[src/rtl/tcw_pkg.sv]
`timescale 1ns / 1ps
// ----------------------------------------------------------------------------
// tcw_pkg
// Shared types and constants of the text console writer: transaction
// payloads, the command word passed from front end to back end, and codes.
// ----------------------------------------------------------------------------
package tcw_pkg;

  // Input operation codes
  localparam logic [2:0] OP_PRINT_CHAR  = 3'd0;
  localparam logic [2:0] OP_NEWLINE     = 3'd1;
  localparam logic [2:0] OP_BACKSPACE   = 3'd2;
  localparam logic [2:0] OP_PRINT_INT   = 3'd3;
  localparam logic [2:0] OP_MOVE_CURSOR = 3'd4;

  // Output write kinds
  localparam logic WK_MEM  = 1'b0;
  localparam logic WK_PORT = 1'b1;

  // CRTC ports and cursor location register indexes
  localparam logic [15:0] CRTC_INDEX_PORT = 16'h03D4;
  localparam logic [15:0] CRTC_DATA_PORT  = 16'h03D5;
  localparam logic [7:0]  CRTC_CURSOR_LO  = 8'h0F;
  localparam logic [7:0]  CRTC_CURSOR_HI  = 8'h0E;

  // Character codes
  localparam logic [7:0] CH_SPACE = 8'h20;
  localparam logic [7:0] CH_MINUS = 8'h2D;
  localparam logic [7:0] CH_ZERO  = 8'h30;

  // Configuration register
  localparam logic [1:0] ADDR_TEXT_ATTR = 2'd0;
  localparam logic [7:0] ATTR_RESET     = 8'h07;

  // Divide by ten through a reciprocal: q = (m * DIV10_MUL) >> DIV10_SHIFT
  localparam logic [31:0] DIV10_MUL   = 32'hCCCC_CCCD;
  localparam int          DIV10_SHIFT = 35;
  localparam int          QUO_W       = 29;

  // Offset to cell position: shift used with the per-cell reciprocal
  localparam int CUR_DIV_SHIFT = 18;

  localparam int MAX_DIGITS = 10;
  localparam int DIGIT_W    = 4;
  localparam int NDIG_W     = 4;

  typedef struct packed {
    logic [2:0]        op;
    logic [7:0]        char_code;
    logic signed [31:0] number;
    logic [7:0]        target_row;
    logic [7:0]        target_col;
  } tcw_in_t;

  typedef struct packed {
    logic        write_kind;
    logic [15:0] write_address;
    logic [7:0]  write_data;
    logic        last;
  } tcw_out_t;

  typedef enum logic [2:0] {
    CMD_CHAR,
    CMD_NEWLINE,
    CMD_BACKSPACE,
    CMD_NUMBER,
    CMD_MOVE
  } cmd_kind_t;

  // Classified command, decimal digits held least significant first
  typedef struct packed {
    cmd_kind_t                              kind;
    logic [7:0]                             char_code;
    logic                                   neg;
    logic [NDIG_W-1:0]                      ndig;
    logic [MAX_DIGITS-1:0][DIGIT_W-1:0]     digits;
    logic [15:0]                            pos;
  } tcw_cmd_t;

  typedef enum logic [1:0] {
    FR_IDLE,
    FR_MUL,
    FR_SUB,
    FR_PUSH
  } fr_state_t;

  typedef enum logic [3:0] {
    BK_IDLE,
    BK_CELL_CH,
    BK_CELL_AT,
    BK_BS_AT,
    BK_BS_SP,
    BK_POS,
    BK_CUR_LO_IDX,
    BK_CUR_LO,
    BK_CUR_HI_IDX,
    BK_CUR_HI
  } bk_state_t;

endpackage

[src/rtl/text_console_writer.sv]
`timescale 1ns / 1ps
// ----------------------------------------------------------------------------
// text_console_writer
// Text-mode console writer: turns print, newline, backspace, integer and
// cursor commands into cell memory byte writes and CRTC port writes.
// ----------------------------------------------------------------------------
// Newline, and backspace at offset 0, compute the cursor position before
//   their first write; integers first pass the divide-by-ten loop.
// Throughput: one write per cycle from the back end sequencer while
//   out_ready is high; an integer takes up to 26 writes.
// Reset: synchronous, active low; offset 0, attribute 0x07, queue emptied.
module text_console_writer #(
  parameter int BYTES_PER_CELL = 2,
  parameter int COLUMNS        = 80
) (
  input  logic              clk,
  input  logic              rst_n,
  input  logic              in_valid,
  output logic              in_ready,
  input  tcw_pkg::tcw_in_t  in_data,
  output logic              out_valid,
  input  logic              out_ready,
  output tcw_pkg::tcw_out_t out_data,
  input  logic              cfg_psel,
  input  logic              cfg_penable,
  input  logic              cfg_pwrite,
  input  logic [1:0]        cfg_paddr,
  input  logic [31:0]       cfg_pwdata,
  output logic [31:0]       cfg_prdata,
  output logic              cfg_pready
);

  logic [7:0]        attr_r, attr_nxt;
  logic              push_valid, push_ready;
  tcw_pkg::tcw_cmd_t push_cmd;
  logic              pop_valid, pop_ready;
  tcw_pkg::tcw_cmd_t pop_cmd;

  // Configuration register
  assign cfg_pready = 1'b1;
  assign cfg_prdata = (cfg_paddr == tcw_pkg::ADDR_TEXT_ATTR) ? {24'd0, attr_r} : 32'd0;

  always_comb begin
    attr_nxt = attr_r;
    if (cfg_psel && cfg_penable && cfg_pwrite && cfg_pready
        && (cfg_paddr == tcw_pkg::ADDR_TEXT_ATTR)) begin
      attr_nxt = cfg_pwdata[7:0];
    end
  end

  always_ff @(posedge clk) begin
    if (!rst_n) begin
      attr_r <= tcw_pkg::ATTR_RESET;
    end else begin
      attr_r <= attr_nxt;
    end
  end

  tcw_front #(
    .COLUMNS (COLUMNS)
  ) u_front (
    .clk        (clk),
    .rst_n      (rst_n),
    .in_valid   (in_valid),
    .in_ready   (in_ready),
    .in_data    (in_data),
    .push_valid (push_valid),
    .push_ready (push_ready),
    .push_cmd   (push_cmd)
  );

  tcw_queue u_queue (
    .clk        (clk),
    .rst_n      (rst_n),
    .push_valid (push_valid),
    .push_ready (push_ready),
    .push_cmd   (push_cmd),
    .pop_valid  (pop_valid),
    .pop_ready  (pop_ready),
    .pop_cmd    (pop_cmd)
  );

  tcw_back #(
    .BYTES_PER_CELL (BYTES_PER_CELL),
    .COLUMNS        (COLUMNS)
  ) u_back (
    .clk            (clk),
    .rst_n          (rst_n),
    .text_attribute (attr_r),
    .pop_valid      (pop_valid),
    .pop_ready      (pop_ready),
    .pop_cmd        (pop_cmd),
    .out_valid      (out_valid),
    .out_ready      (out_ready),
    .out_data       (out_data)
  );

endmodule

[src/rtl/tcw_front.sv]
`timescale 1ns / 1ps
// ----------------------------------------------------------------------------
// tcw_front
// Accepts input transactions, classifies the operation and prepares a
// command: decimal digits for integers, cell position for cursor moves.
// ----------------------------------------------------------------------------
module tcw_front #(
  parameter int COLUMNS = 80
) (
  input  logic              clk,
  input  logic              rst_n,
  input  logic              in_valid,
  output logic              in_ready,
  input  tcw_pkg::tcw_in_t  in_data,
  output logic              push_valid,
  input  logic              push_ready,
  output tcw_pkg::tcw_cmd_t push_cmd
);

  tcw_pkg::fr_state_t      state_r, state_nxt;
  tcw_pkg::tcw_cmd_t       cmd_r, cmd_nxt;
  logic [31:0]             mag_r, mag_nxt;
  logic [tcw_pkg::QUO_W-1:0] quo_r, quo_nxt;

  logic [63:0] prod;
  logic [31:0] raw;
  logic [31:0] rem32;
  logic [15:0] move_sum;

  // Control state
  always_ff @(posedge clk) begin
    if (!rst_n) begin
      state_r <= tcw_pkg::FR_IDLE;
    end else begin
      state_r <= state_nxt;
    end
  end

  // Payload
  always_ff @(posedge clk) begin
    cmd_r <= cmd_nxt;
    mag_r <= mag_nxt;
    quo_r <= quo_nxt;
  end

  assign in_ready   = (state_r == tcw_pkg::FR_IDLE);
  assign push_valid = (state_r == tcw_pkg::FR_PUSH);
  assign push_cmd   = cmd_r;

  // Classify, convert and hand over
  always_comb begin
    state_nxt = state_r;
    cmd_nxt   = cmd_r;
    mag_nxt   = mag_r;
    quo_nxt   = quo_r;
    raw       = in_data.number;
    prod      = 64'(mag_r) * 64'(tcw_pkg::DIV10_MUL);
    rem32     = mag_r - ({3'b000, quo_r} * 32'd10);
    move_sum  = (16'(in_data.target_row) * 16'(COLUMNS)) + 16'(in_data.target_col);

    case (state_r)
      tcw_pkg::FR_IDLE: begin
        if (in_valid) begin
          cmd_nxt.char_code = in_data.char_code;
          cmd_nxt.neg       = 1'b0;
          cmd_nxt.ndig      = '0;
          cmd_nxt.digits    = '0;
          cmd_nxt.pos       = move_sum;
          case (in_data.op)
            tcw_pkg::OP_PRINT_CHAR: begin
              cmd_nxt.kind = tcw_pkg::CMD_CHAR;
              state_nxt    = tcw_pkg::FR_PUSH;
            end
            tcw_pkg::OP_NEWLINE: begin
              cmd_nxt.kind = tcw_pkg::CMD_NEWLINE;
              state_nxt    = tcw_pkg::FR_PUSH;
            end
            tcw_pkg::OP_BACKSPACE: begin
              cmd_nxt.kind = tcw_pkg::CMD_BACKSPACE;
              state_nxt    = tcw_pkg::FR_PUSH;
            end
            tcw_pkg::OP_PRINT_INT: begin
              cmd_nxt.kind = tcw_pkg::CMD_NUMBER;
              cmd_nxt.neg  = raw[31];
              mag_nxt      = raw[31] ? (32'd0 - raw) : raw;
              state_nxt    = tcw_pkg::FR_MUL;
            end
            tcw_pkg::OP_MOVE_CURSOR: begin
              cmd_nxt.kind = tcw_pkg::CMD_MOVE;
              state_nxt    = tcw_pkg::FR_PUSH;
            end
            default: begin
              // drop unused codes
              state_nxt = tcw_pkg::FR_IDLE;
            end
          endcase
        end
      end
      tcw_pkg::FR_MUL: begin
        quo_nxt   = prod[tcw_pkg::DIV10_SHIFT +: tcw_pkg::QUO_W];
        state_nxt = tcw_pkg::FR_SUB;
      end
      tcw_pkg::FR_SUB: begin
        // store one digit, least significant first
        cmd_nxt.digits[cmd_r.ndig] = rem32[tcw_pkg::DIGIT_W-1:0];
        cmd_nxt.ndig = cmd_r.ndig + 1'b1;
        mag_nxt      = {3'b000, quo_r};
        state_nxt    = (quo_r == '0) ? tcw_pkg::FR_PUSH : tcw_pkg::FR_MUL;
      end
      tcw_pkg::FR_PUSH: begin
        if (push_ready) begin
          state_nxt = tcw_pkg::FR_IDLE;
        end
      end
      default: begin
        state_nxt = tcw_pkg::FR_IDLE;
      end
    endcase
  end

endmodule

[src/rtl/tcw_queue.sv]
`timescale 1ns / 1ps
// ----------------------------------------------------------------------------
// tcw_queue
// Two-entry command queue between front end and back end.
// ----------------------------------------------------------------------------
module tcw_queue (
  input  logic              clk,
  input  logic              rst_n,
  input  logic              push_valid,
  output logic              push_ready,
  input  tcw_pkg::tcw_cmd_t push_cmd,
  output logic              pop_valid,
  input  logic              pop_ready,
  output tcw_pkg::tcw_cmd_t pop_cmd
);

  tcw_pkg::tcw_cmd_t entry_r [2];
  logic       wr_ptr_r, wr_ptr_nxt;
  logic       rd_ptr_r, rd_ptr_nxt;
  logic [1:0] count_r, count_nxt;
  logic       do_push, do_pop;

  assign push_ready = (count_r != 2'd2);
  assign pop_valid  = (count_r != 2'd0);
  assign pop_cmd    = entry_r[rd_ptr_r];
  assign do_push    = push_valid && push_ready;
  assign do_pop     = pop_valid && pop_ready;

  // Advance pointers and fill count
  always_comb begin
    wr_ptr_nxt = do_push ? ~wr_ptr_r : wr_ptr_r;
    rd_ptr_nxt = do_pop  ? ~rd_ptr_r : rd_ptr_r;
    count_nxt  = count_r;
    if (do_push && !do_pop) begin
      count_nxt = count_r + 2'd1;
    end else if (!do_push && do_pop) begin
      count_nxt = count_r - 2'd1;
    end
  end

  always_ff @(posedge clk) begin
    if (!rst_n) begin
      wr_ptr_r <= 1'b0;
      rd_ptr_r <= 1'b0;
      count_r  <= 2'd0;
    end else begin
      wr_ptr_r <= wr_ptr_nxt;
      rd_ptr_r <= rd_ptr_nxt;
      count_r  <= count_nxt;
    end
  end

  // Store entries
  always_ff @(posedge clk) begin
    if (do_push) begin
      entry_r[wr_ptr_r] <= push_cmd;
    end
  end

endmodule

[src/rtl/tcw_back.sv]
`timescale 1ns / 1ps
// ----------------------------------------------------------------------------
// tcw_back
// Carries out commands: owns the write offset, emits cell memory writes one
// per cycle unless out_ready stalls, and ends every command with four CRTC port writes.
// ----------------------------------------------------------------------------
module tcw_back #(
  parameter int BYTES_PER_CELL = 2,
  parameter int COLUMNS        = 80
) (
  input  logic              clk,
  input  logic              rst_n,
  input  logic [7:0]        text_attribute,
  input  logic              pop_valid,
  output logic              pop_ready,
  input  tcw_pkg::tcw_cmd_t pop_cmd,
  output logic              out_valid,
  input  logic              out_ready,
  output tcw_pkg::tcw_out_t out_data
);

  localparam int LINE    = BYTES_PER_CELL * COLUMNS;
  localparam int COL_W   = $clog2(LINE);
  localparam int LINE_W  = COL_W + 1;
  localparam int CUR_MUL = ((1 << tcw_pkg::CUR_DIV_SHIFT) + BYTES_PER_CELL - 1)
                           / BYTES_PER_CELL;
  localparam int PROD_W  = tcw_pkg::CUR_DIV_SHIFT + 17;

  tcw_pkg::bk_state_t state_r, state_nxt;
  logic [15:0]        off_r, off_nxt;
  logic [COL_W-1:0]   col_r, col_nxt;
  logic [7:0]         ch_r, ch_nxt;
  logic [tcw_pkg::NDIG_W-1:0] rem_r, rem_nxt;
  logic [tcw_pkg::MAX_DIGITS-1:0][tcw_pkg::DIGIT_W-1:0] digits_r, digits_nxt;
  logic [15:0]        pos_r, pos_nxt;

  logic [16:0]        adv;
  logic [LINE_W-1:0]  colsum;
  logic [16:0]        nl_sum;
  logic [LINE_W-1:0]  col_back;
  logic [PROD_W-1:0]  cur_prod;
  logic               emit_ok;

  // Control state
  always_ff @(posedge clk) begin
    if (!rst_n) begin
      state_r <= tcw_pkg::BK_IDLE;
      off_r   <= '0;
      col_r   <= '0;
    end else begin
      state_r <= state_nxt;
      off_r   <= off_nxt;
      col_r   <= col_nxt;
    end
  end

  // Payload
  always_ff @(posedge clk) begin
    ch_r     <= ch_nxt;
    rem_r    <= rem_nxt;
    digits_r <= digits_nxt;
    pos_r    <= pos_nxt;
  end

  assign emit_ok = out_valid && out_ready;

  // Sequence writes and track offset and column position
  always_comb begin
    state_nxt  = state_r;
    off_nxt    = off_r;
    col_nxt    = col_r;
    ch_nxt     = ch_r;
    rem_nxt    = rem_r;
    digits_nxt = digits_r;
    pos_nxt    = pos_r;
    pop_ready  = 1'b0;
    out_valid  = 1'b0;
    out_data.write_kind    = tcw_pkg::WK_MEM;
    out_data.write_address = off_r;
    out_data.write_data    = ch_r;
    out_data.last          = 1'b0;

    adv      = {1'b0, off_r} + 17'(BYTES_PER_CELL);
    colsum   = {1'b0, col_r} + LINE_W'(BYTES_PER_CELL);
    nl_sum   = {1'b0, off_r} + (17'(LINE) - 17'(col_r));
    col_back = {1'b0, col_r} + LINE_W'(LINE) - LINE_W'(BYTES_PER_CELL);
    cur_prod = PROD_W'(off_r) * PROD_W'(CUR_MUL);

    case (state_r)
      tcw_pkg::BK_IDLE: begin
        pop_ready = 1'b1;
        if (pop_valid) begin
          ch_nxt     = pop_cmd.char_code;
          rem_nxt    = '0;
          digits_nxt = pop_cmd.digits;
          pos_nxt    = pop_cmd.pos;
          case (pop_cmd.kind)
            tcw_pkg::CMD_CHAR: begin
              state_nxt = tcw_pkg::BK_CELL_CH;
            end
            tcw_pkg::CMD_NEWLINE: begin
              off_nxt   = nl_sum[15:0];
              col_nxt   = nl_sum[16] ? nl_sum[COL_W-1:0] : '0;
              state_nxt = tcw_pkg::BK_POS;
            end
            tcw_pkg::CMD_BACKSPACE: begin
              if (off_r == 16'd0) begin
                state_nxt = tcw_pkg::BK_POS;
              end else begin
                // saturate at zero below one cell
                if (off_r < 16'(BYTES_PER_CELL)) begin
                  off_nxt = '0;
                  col_nxt = '0;
                end else begin
                  off_nxt = off_r - 16'(BYTES_PER_CELL);
                  col_nxt = (col_r >= COL_W'(BYTES_PER_CELL)) ?
                            (col_r - COL_W'(BYTES_PER_CELL)) : col_back[COL_W-1:0];
                end
                state_nxt = tcw_pkg::BK_BS_AT;
              end
            end
            tcw_pkg::CMD_NUMBER: begin
              if (pop_cmd.neg) begin
                ch_nxt  = tcw_pkg::CH_MINUS;
                rem_nxt = pop_cmd.ndig;
              end else begin
                ch_nxt  = tcw_pkg::CH_ZERO
                          + 8'(pop_cmd.digits[pop_cmd.ndig - 1'b1]);
                rem_nxt = pop_cmd.ndig - 1'b1;
              end
              state_nxt = tcw_pkg::BK_CELL_CH;
            end
            tcw_pkg::CMD_MOVE: begin
              state_nxt = tcw_pkg::BK_CUR_LO_IDX;
            end
            default: begin
              state_nxt = tcw_pkg::BK_IDLE;
            end
          endcase
        end
      end
      tcw_pkg::BK_CELL_CH: begin
        out_valid = 1'b1;
        if (emit_ok) begin
          state_nxt = tcw_pkg::BK_CELL_AT;
        end
      end
      tcw_pkg::BK_CELL_AT: begin
        out_valid              = 1'b1;
        out_data.write_address = off_r + 16'd1;
        out_data.write_data    = text_attribute;
        if (emit_ok) begin
          // advance one cell
          off_nxt = adv[15:0];
          if (adv[16]) begin
            col_nxt = adv[COL_W-1:0];
          end else if (colsum >= LINE_W'(LINE)) begin
            col_nxt = COL_W'(colsum - LINE_W'(LINE));
          end else begin
            col_nxt = colsum[COL_W-1:0];
          end
          if (rem_r != '0) begin
            ch_nxt    = tcw_pkg::CH_ZERO + 8'(digits_r[rem_r - 1'b1]);
            rem_nxt   = rem_r - 1'b1;
            state_nxt = tcw_pkg::BK_CELL_CH;
          end else begin
            state_nxt = tcw_pkg::BK_POS;
          end
        end
      end
      tcw_pkg::BK_BS_AT: begin
        out_valid              = 1'b1;
        out_data.write_address = off_r + 16'd1;
        out_data.write_data    = text_attribute;
        if (emit_ok) begin
          state_nxt = tcw_pkg::BK_BS_SP;
        end
      end
      tcw_pkg::BK_BS_SP: begin
        out_valid           = 1'b1;
        out_data.write_data = tcw_pkg::CH_SPACE;
        if (emit_ok) begin
          state_nxt = tcw_pkg::BK_POS;
        end
      end
      tcw_pkg::BK_POS: begin
        // cell position: offset divided by the cell size
        pos_nxt   = cur_prod[tcw_pkg::CUR_DIV_SHIFT +: 16];
        state_nxt = tcw_pkg::BK_CUR_LO_IDX;
      end
      tcw_pkg::BK_CUR_LO_IDX: begin
        out_valid              = 1'b1;
        out_data.write_kind    = tcw_pkg::WK_PORT;
        out_data.write_address = tcw_pkg::CRTC_INDEX_PORT;
        out_data.write_data    = tcw_pkg::CRTC_CURSOR_LO;
        if (emit_ok) begin
          state_nxt = tcw_pkg::BK_CUR_LO;
        end
      end
      tcw_pkg::BK_CUR_LO: begin
        out_valid              = 1'b1;
        out_data.write_kind    = tcw_pkg::WK_PORT;
        out_data.write_address = tcw_pkg::CRTC_DATA_PORT;
        out_data.write_data    = pos_r[7:0];
        if (emit_ok) begin
          state_nxt = tcw_pkg::BK_CUR_HI_IDX;
        end
      end
      tcw_pkg::BK_CUR_HI_IDX: begin
        out_valid              = 1'b1;
        out_data.write_kind    = tcw_pkg::WK_PORT;
        out_data.write_address = tcw_pkg::CRTC_INDEX_PORT;
        out_data.write_data    = tcw_pkg::CRTC_CURSOR_HI;
        if (emit_ok) begin
          state_nxt = tcw_pkg::BK_CUR_HI;
        end
      end
      tcw_pkg::BK_CUR_HI: begin
        out_valid              = 1'b1;
        out_data.write_kind    = tcw_pkg::WK_PORT;
        out_data.write_address = tcw_pkg::CRTC_DATA_PORT;
        out_data.write_data    = pos_r[15:8];
        out_data.last          = 1'b1;
        if (emit_ok) begin
          state_nxt = tcw_pkg::BK_IDLE;
        end
      end
      default: begin
        state_nxt = tcw_pkg::BK_IDLE;
      end
    endcase
  end

endmodule

[config.mk]
export PLATFORM = sky130hd
export DESIGN_NAME = text_console_writer
export DESIGN_NICKNAME = d
export VERILOG_FILES = /design/src/rtl/tcw_pkg.sv /design/src/rtl/text_console_writer.sv /design/src/rtl/tcw_front.sv /design/src/rtl/tcw_queue.sv /design/src/rtl/tcw_back.sv
export SDC_FILE = /design/constraint.sdc
export NUM_CORES = 2
export LEC_CHECK = 0
export ABC_CLOCK_PERIOD_IN_PS = 12700
export BUFFER_PORTS_ARGS = -buffer_cell sky130_fd_sc_hd__buf_2
export CAP_MARGIN = 20
export CORE_AREA = 2 2 241 243
export CTS_CLUSTER_DIAMETER = 120
export CTS_CLUSTER_SIZE = 28
export DETAILED_ROUTE_END_ITERATION = 10
export DIE_AREA = 0 0 243 245
export PLACE_DENSITY = 0.83
export RECOVER_POWER = 50
export SKIP_CTS_REPAIR_TIMING = 1
export SLEW_MARGIN = 30
export SYNTH_ARGS = -nofsm -noshare
export SYNTH_HDL_FRONTEND = slang
export SYNTH_SLANG_ARGS = --single-unit
[constraint.sdc]
create_clock -name clk -period 12.7 [get_ports clk]
set_input_delay 2.54 -clock clk [delete_from_list [all_inputs] [get_ports clk]]
set_output_delay 2.54 -clock clk [all_outputs]
set_load 0.01 [all_outputs]
# [Yosys cells after proc, flatten, opt, wreduce, memory -nomap -nowiden]
# Memory sizes are Yosys's and may differ from the RTL's. A register that Yosys moved wholly into a read port is not among the register bits.
# Cells that the tools add are included.
[word_totals] reg_bits=243 ram_bits=144 inputBits=100 output_inout_bits=61 elab_cells=224 n_memories=1
[mem_list] name="u_queue.entry_r" depth=2 word_bits=72 rd=1 rd_ports_with_merged_regs=1 wr=1 line="tcw_queue.sv:17" source="tcw_pkg::tcw_cmd_t entry_r [2];"
[op_classes] add_sub_neg=20 multipliers=3 n_lt_le_gt_ge=7 n_eq_ne=36 muxes=75 n_bitwise=2 n_reduce_logical=42
[ops] operator="two-way mux 8 bit" n=14
[ops] operator="two-way mux 32 bit" n=3
[ops] operator="one-hot mux 16 bit (2 select lines)" n=3
[ops] operator="one-hot mux 44 bit (2 select lines)" n=1
[ops] operator="two-way mux 16 bit" n=5
[ops] operator="two-way mux 4 bit" n=17
[ops] operator="multiplier 32 x 32 -> 64 bit, second input constant" n=1
[ops] operator="one-hot mux 32 bit (2 select lines)" n=1
[ops] operator="two-way mux 60 bit" n=1
[ops] operator="one-hot mux 16 bit (3 select lines)" n=1
[ops] operator="one-hot mux 8 bit (2 select lines)" n=3
[ops] operator="one-hot mux 8 bit (6 select lines)" n=1
[ops] operator="bitwise mux 40 bit" n=1
[ops] operator="one-hot mux 4 bit (10 select lines)" n=1
[ops] operator="binary-select mux 4 bit (select 4 bit)" n=2
[ops] operator="subtractor 1 x 32 -> 32 bit, first input constant" n=1
[ops] operator="zero test 29 bit" n=1
[ops] operator="multiplier 29 x 3 -> 3 bit, second input constant" n=1
[ops] operator="!= test 2 x 1 -> 1 bit, second input constant" n=10
[ops] operator="adder 16 x 17 -> 17 bit" n=1
[ops] operator="adder 16 x 2 -> 17 bit, second input constant" n=1
[ops] operator="adder 15 x 8 -> 16 bit" n=1
[ops] operator="adder 16 x 1 -> 16 bit, second input constant" n=1
[ops] operator="demux 4 bit (select 4 bit)" n=1
[ops] operator="other kinds (55)" n=112

# [Longest topological paths before layout]
[logic_depth] ltp_word=8 ltp_mapped=25 mapped_depth_nobuf=25

# [Modules after synthesis]
# From an unflattened synthesis, not the netlist that was laid out.
[hier_totals] cells_unflattened=3390 area_unflattened_um2=36616.4
[by_module_without_submodules] mod="tcw_front" n_inst=1 cells_each=2235 area_per_inst_um2=23039.6 seq_area_each_um2=4033.9
[by_module_without_submodules] mod="tcw_back" n_inst=1 cells_each=835 area_per_inst_um2=7562.3 seq_area_each_um2=2602.5
[by_module_without_submodules] mod="tcw_queue" n_inst=1 cells_each=248 area_per_inst_um2=5430.2 seq_area_each_um2=4424.2
[by_module_without_submodules] mod="text_console_writer" n_inst=1 cells_each=72 area_per_inst_um2=584.3 seq_area_each_um2=160.2

# [Least setup slack after synthesis]
# Ideal clock, no wire load.
[synth_timing] kind="flip-flop to flip-flop" start="register u_front.mag_r[16]" end="register u_front.quo_r[25] (netlist name), data pin" setup_time_ps=271 t_arrival_ps=7008 required_ps=12429 path_slack_ps=5421 stages_incl_launch_ff=25 n_path_buf=0 synth_period_minus_slack_ps=7279 cell_sequence="edfxtp_1 > ha_1 > inv_1 > fa_1 > inv_1 > fa_1 > inv_1 > fa_1 > inv_1 > fa_1 > fa_1 > fa_1 > inv_1 > fa_1 > inv_1 > ha_1 > a21oi_1 > o21ai_0 > a221oi_1 > nand2b_1 > o311a_1 > nor3_1 > nor3_1 > a2111oi_0 > xnor2_1"
[synth_via] elab_chain_cells=1
[synth_lines] element="start: declaration" line="tcw_front.sv:22" source="logic [31:0] mag_r, mag_nxt;"
[synth_lines] element="start signal: assignment" line="tcw_front.sv:42" source="mag_r <= mag_nxt;"
[synth_lines] element="multiplier 32 x 32 -> 64 bit" line="tcw_front.sv:57" source="prod = 64'(mag_r) * 64'(tcw_pkg::DIV10_MUL);"
[synth_lines] element="net u_front.prod[60]" line="tcw_front.sv:25" source="logic [63:0] prod;"
[synth_lines] element="end signal: assignment" line="tcw_front.sv:43" source="quo_r <= quo_nxt;"
[synth_lines] element="end: declaration" line="tcw_front.sv:23" source="logic [tcw_pkg::QUO_W-1:0] quo_r, quo_nxt;"
# The timed path passes the listed nets, and every way through them passes these cells.
# A chain may end at the register's enable or synchronous reset.

# [Worst setup path in the final report]
[layout_timing] start="register u_front.mag_r[2]" end="register u_front.quo_r[25] (netlist name), data pin"
# The elaborated chain is that of the path after synthesis.

==> run summary <==
Asr flop ratio synth - 0
Register area share after synthesis - 0.3072
Synth area leaders - edfxtp_1 28%, fa_1 21%, ha_1 14%, inv_1 6.8%, dfxtp_1 2.4%
CTS Buf Count - 19
Worst setup SP type - register
CP Class - reg2reg
Placed Instances - 4,237
Distinct cells, synth - 78
Dpl hpwl - 72,990 um
Final nets - 4,383
First-pass GRT wire length - 141,600 um
Main flop type after synthesis - edfxtp_1
RSZ-0062 raised after global routing - false
DIE HEIGHT - 245 um
Non-Filler Instances - 4,268
P&R area growth vs syn - 4.912%
Via Count - 25,270
Setup crit end kind - register
Initial antenna violation count - 2
Syn avg cell area - 10.59 um2
Clock latency on the worst-skew pair - 570 ps
Yosys top cell area share - 0.2836
Final Slew Violations - 257
Req. time, crit path - 12,980 ps
Clock slew at reported path FFs - 100 ps
GR Overflow Total - 0
Final hold vios - 0
Commonest non-fill, non-tap cell in the layout - inv_1
Setup violations, final - 0
Post-route setup slack - 3960 ps
Synth area leader - edfxtp_1
Max Cap Viol - 6
Clk sinks - 388
First-pass detailed-route iteration total - 5
Worst Hold Class - reg2reg
Clock root buffer - clkbuf_16
Clk buf depth - 3
Post-DRT Antenna Nets - 0
Highest clock rate - 0.1144 GHz
Synth Register Bits - 388
Post-Place Worst Slack - 4126 ps
Site row count - 88
Core Area - 57,030 um2
Fin crit period - 8740 ps
Fillers - 4,322
N_diodes - 0
CTS HTree Levels - 1
Share of layout cells above drive strength 1 - 0.05795
GRT Overall Usage - 0.3082
Failing checks - capacitance limit, slew limit
Final setup skew - 33.93 ps
Most frequent cells in the layout - 665 x inv_1, 399 x ha_1, 390 x fa_1
Arrival @ worst endpoint - 9020 ps
Outcome - finished, violations left
Die width - 243 um
WL/cell - 21.04 um
Post-synth EDFFs - 345
Vias in the first global route - 25,860
Initial core utilization - 0.6404
Vias/cell - 5.922
DRC viols - 0
Setup TNS Final - 0 ps
Wirelength, routed - 89,810 um
Worst-path fanout max - 8
Initial drt markers - 1,941
Worst-Margin Slew - 4169 ps
Synthesized cell area - 36,530 um2
Largest net degree at the start of global routing - 73
Mapped Cells - 3,449
IO Port Bufs - 111
Ys Warns - 0
Gpl congestion - 1.004
I/O pins - 161
Die Area - 59,540 um2
Max_slew headroom - -1.779
Tcrit/Tclk final - 0.6882
CTS tree - done
[state kept, by name, summed over array words and instances (netlist names), 8 cells and up, named ones only]
| signal | count |
|---|---|
| u_queue.entry_r | 144 |
| u_front.push_cmd | 72 |
| u_back.pos_r | 16 |
| u_back.off_r | 16 |
| u_front.mag_r | 32 |
| attr_r | 8 |
| u_back.digits_r | 40 |
| u_back.col_r | 8 |
| u_front.quo_r | 29 |
| u_back.ch_r | 8 |
[critical path: stages (launching register included)]
cell and delay [ps]:
edfxtp_1 670, ha_1 610, xor2_1 600, ha_1 350, or2_2 160, fa_1 440
fa_1 560, fa_1 530, fa_1 530, fa_1 560, inv_1 100, fa_1 550
inv_1 40, ha_1 340, a21oi_1 170, o21ai_0 100, a221oi_1 460, nand2b_1 130
o311a_1 400, nor3_1 400, nor3_1 110, a2111oi_0 500, xnor2_1 140
[routing by layer]
layer  routed length (um)  global-route usage  vias up
met2                42860              0.5103     1073
met3                 7873             0.06342      261
met4                 4299              0.1265        4
met1                34760              0.3988    12350
li1                     -                   -    11590
met5                   16                   0        -
[final timing paths]
check / startpoint / to / slack (ps) / cells after the start
hold reg to reg: u_front.push_cmd[31]$_DFFE_PP_ / u_queue.entry_r[0][31]$_DFFE_PP_ / 440 / 0
setup reg to reg: u_front.mag_r[2]$_DFFE_PP_ / u_front.quo_r[25]$_DFFE_PP_ / 3960 / 22
hold / removal: u_front.push_cmd[31]$_DFFE_PP_ / u_queue.entry_r[0][31]$_DFFE_PP_ / 440 / 0
setup / recovery: u_front.mag_r[2]$_DFFE_PP_ / u_front.quo_r[25]$_DFFE_PP_ / 3960 / 22
[cell families (layout without fill, tap and decap cells)]
group / after synthesis / count (layout) / share of synthesized area
and+or+nand+nor: 635 / 635 / 0.08358
muxes: 121 / 121 / 0.03816
other: 2 / 26 / 0.0002056
DFF: 388 / 388 / 0.3072
xor gates and xnor gates: 168 / 168 / 0.04028
adders and majority gates: 789 / 789 / 0.3504
AOI/OAI and AO/OA: 553 / 553 / 0.09554
buffers and inverters: 793 / 823 / 0.08458
[cells in the mapped netlist (13+ instances only)]
| library cell | count |
|---|---|
| o211ai_1 | 14 |
| and2_1 | 32 |
| nor3_1 | 33 |
| nand2_1 | 205 |
| fa_1 | 390 |
| mux2_2 | 46 |
| o21a_1 | 13 |
| nand4_1 | 18 |
| nand2b_1 | 19 |
| mux2i_1 | 65 |
| nor2_1 | 149 |
| a31oi_1 | 23 |
| nand3_1 | 53 |
| xor2_1 | 93 |
| dfxtp_1 | 43 |
| a21oi_1 | 149 |
| clkbuf_1 | 78 |
| nor4_1 | 17 |
| ha_1 | 399 |
| xnor2_1 | 75 |
| nor3b_1 | 13 |
| edfxtp_1 | 345 |
| o31ai_1 | 20 |
| inv_1 | 666 |
| nor2b_1 | 40 |
| a21o_1 | 48 |
| buf_4 | 26 |
| o21ai_0 | 158 |
| and3_1 | 18 |
[stage by stage]
stage | area, um2 | utilization | hold slack (ps)
after floorplan | 36620 | - | 421.5
final | 38320 | 0.6719 | 444.5
after global routing | 38320 | 0.6719 | 462.7
after CTS | 38320 | 0.6719 | 450.8
after detailed placement | 37740 | 0.6617 | 429.7
after global placement | 37700 | 0.6610 | 421.5
[layout make-up]
type / instances / area (um2) / share of cell area
clock buffers: 25 / 498.0 / 0.01300
clock inverters: 5 / 82.58 / 0.002155
inverters: 668 / 2507 / 0.06543
multi-input cells: 2292 / 22390 / 0.5842
flip-flops and latches: 388 / 11220 / 0.2929
well taps: 765 / 957.2 / 0.02498
repair buffers: 125 / 665.6 / 0.01737
Power is not shown: default switching activity piles up to over one toggle a cycle in this logic, so the estimate is an artifact.
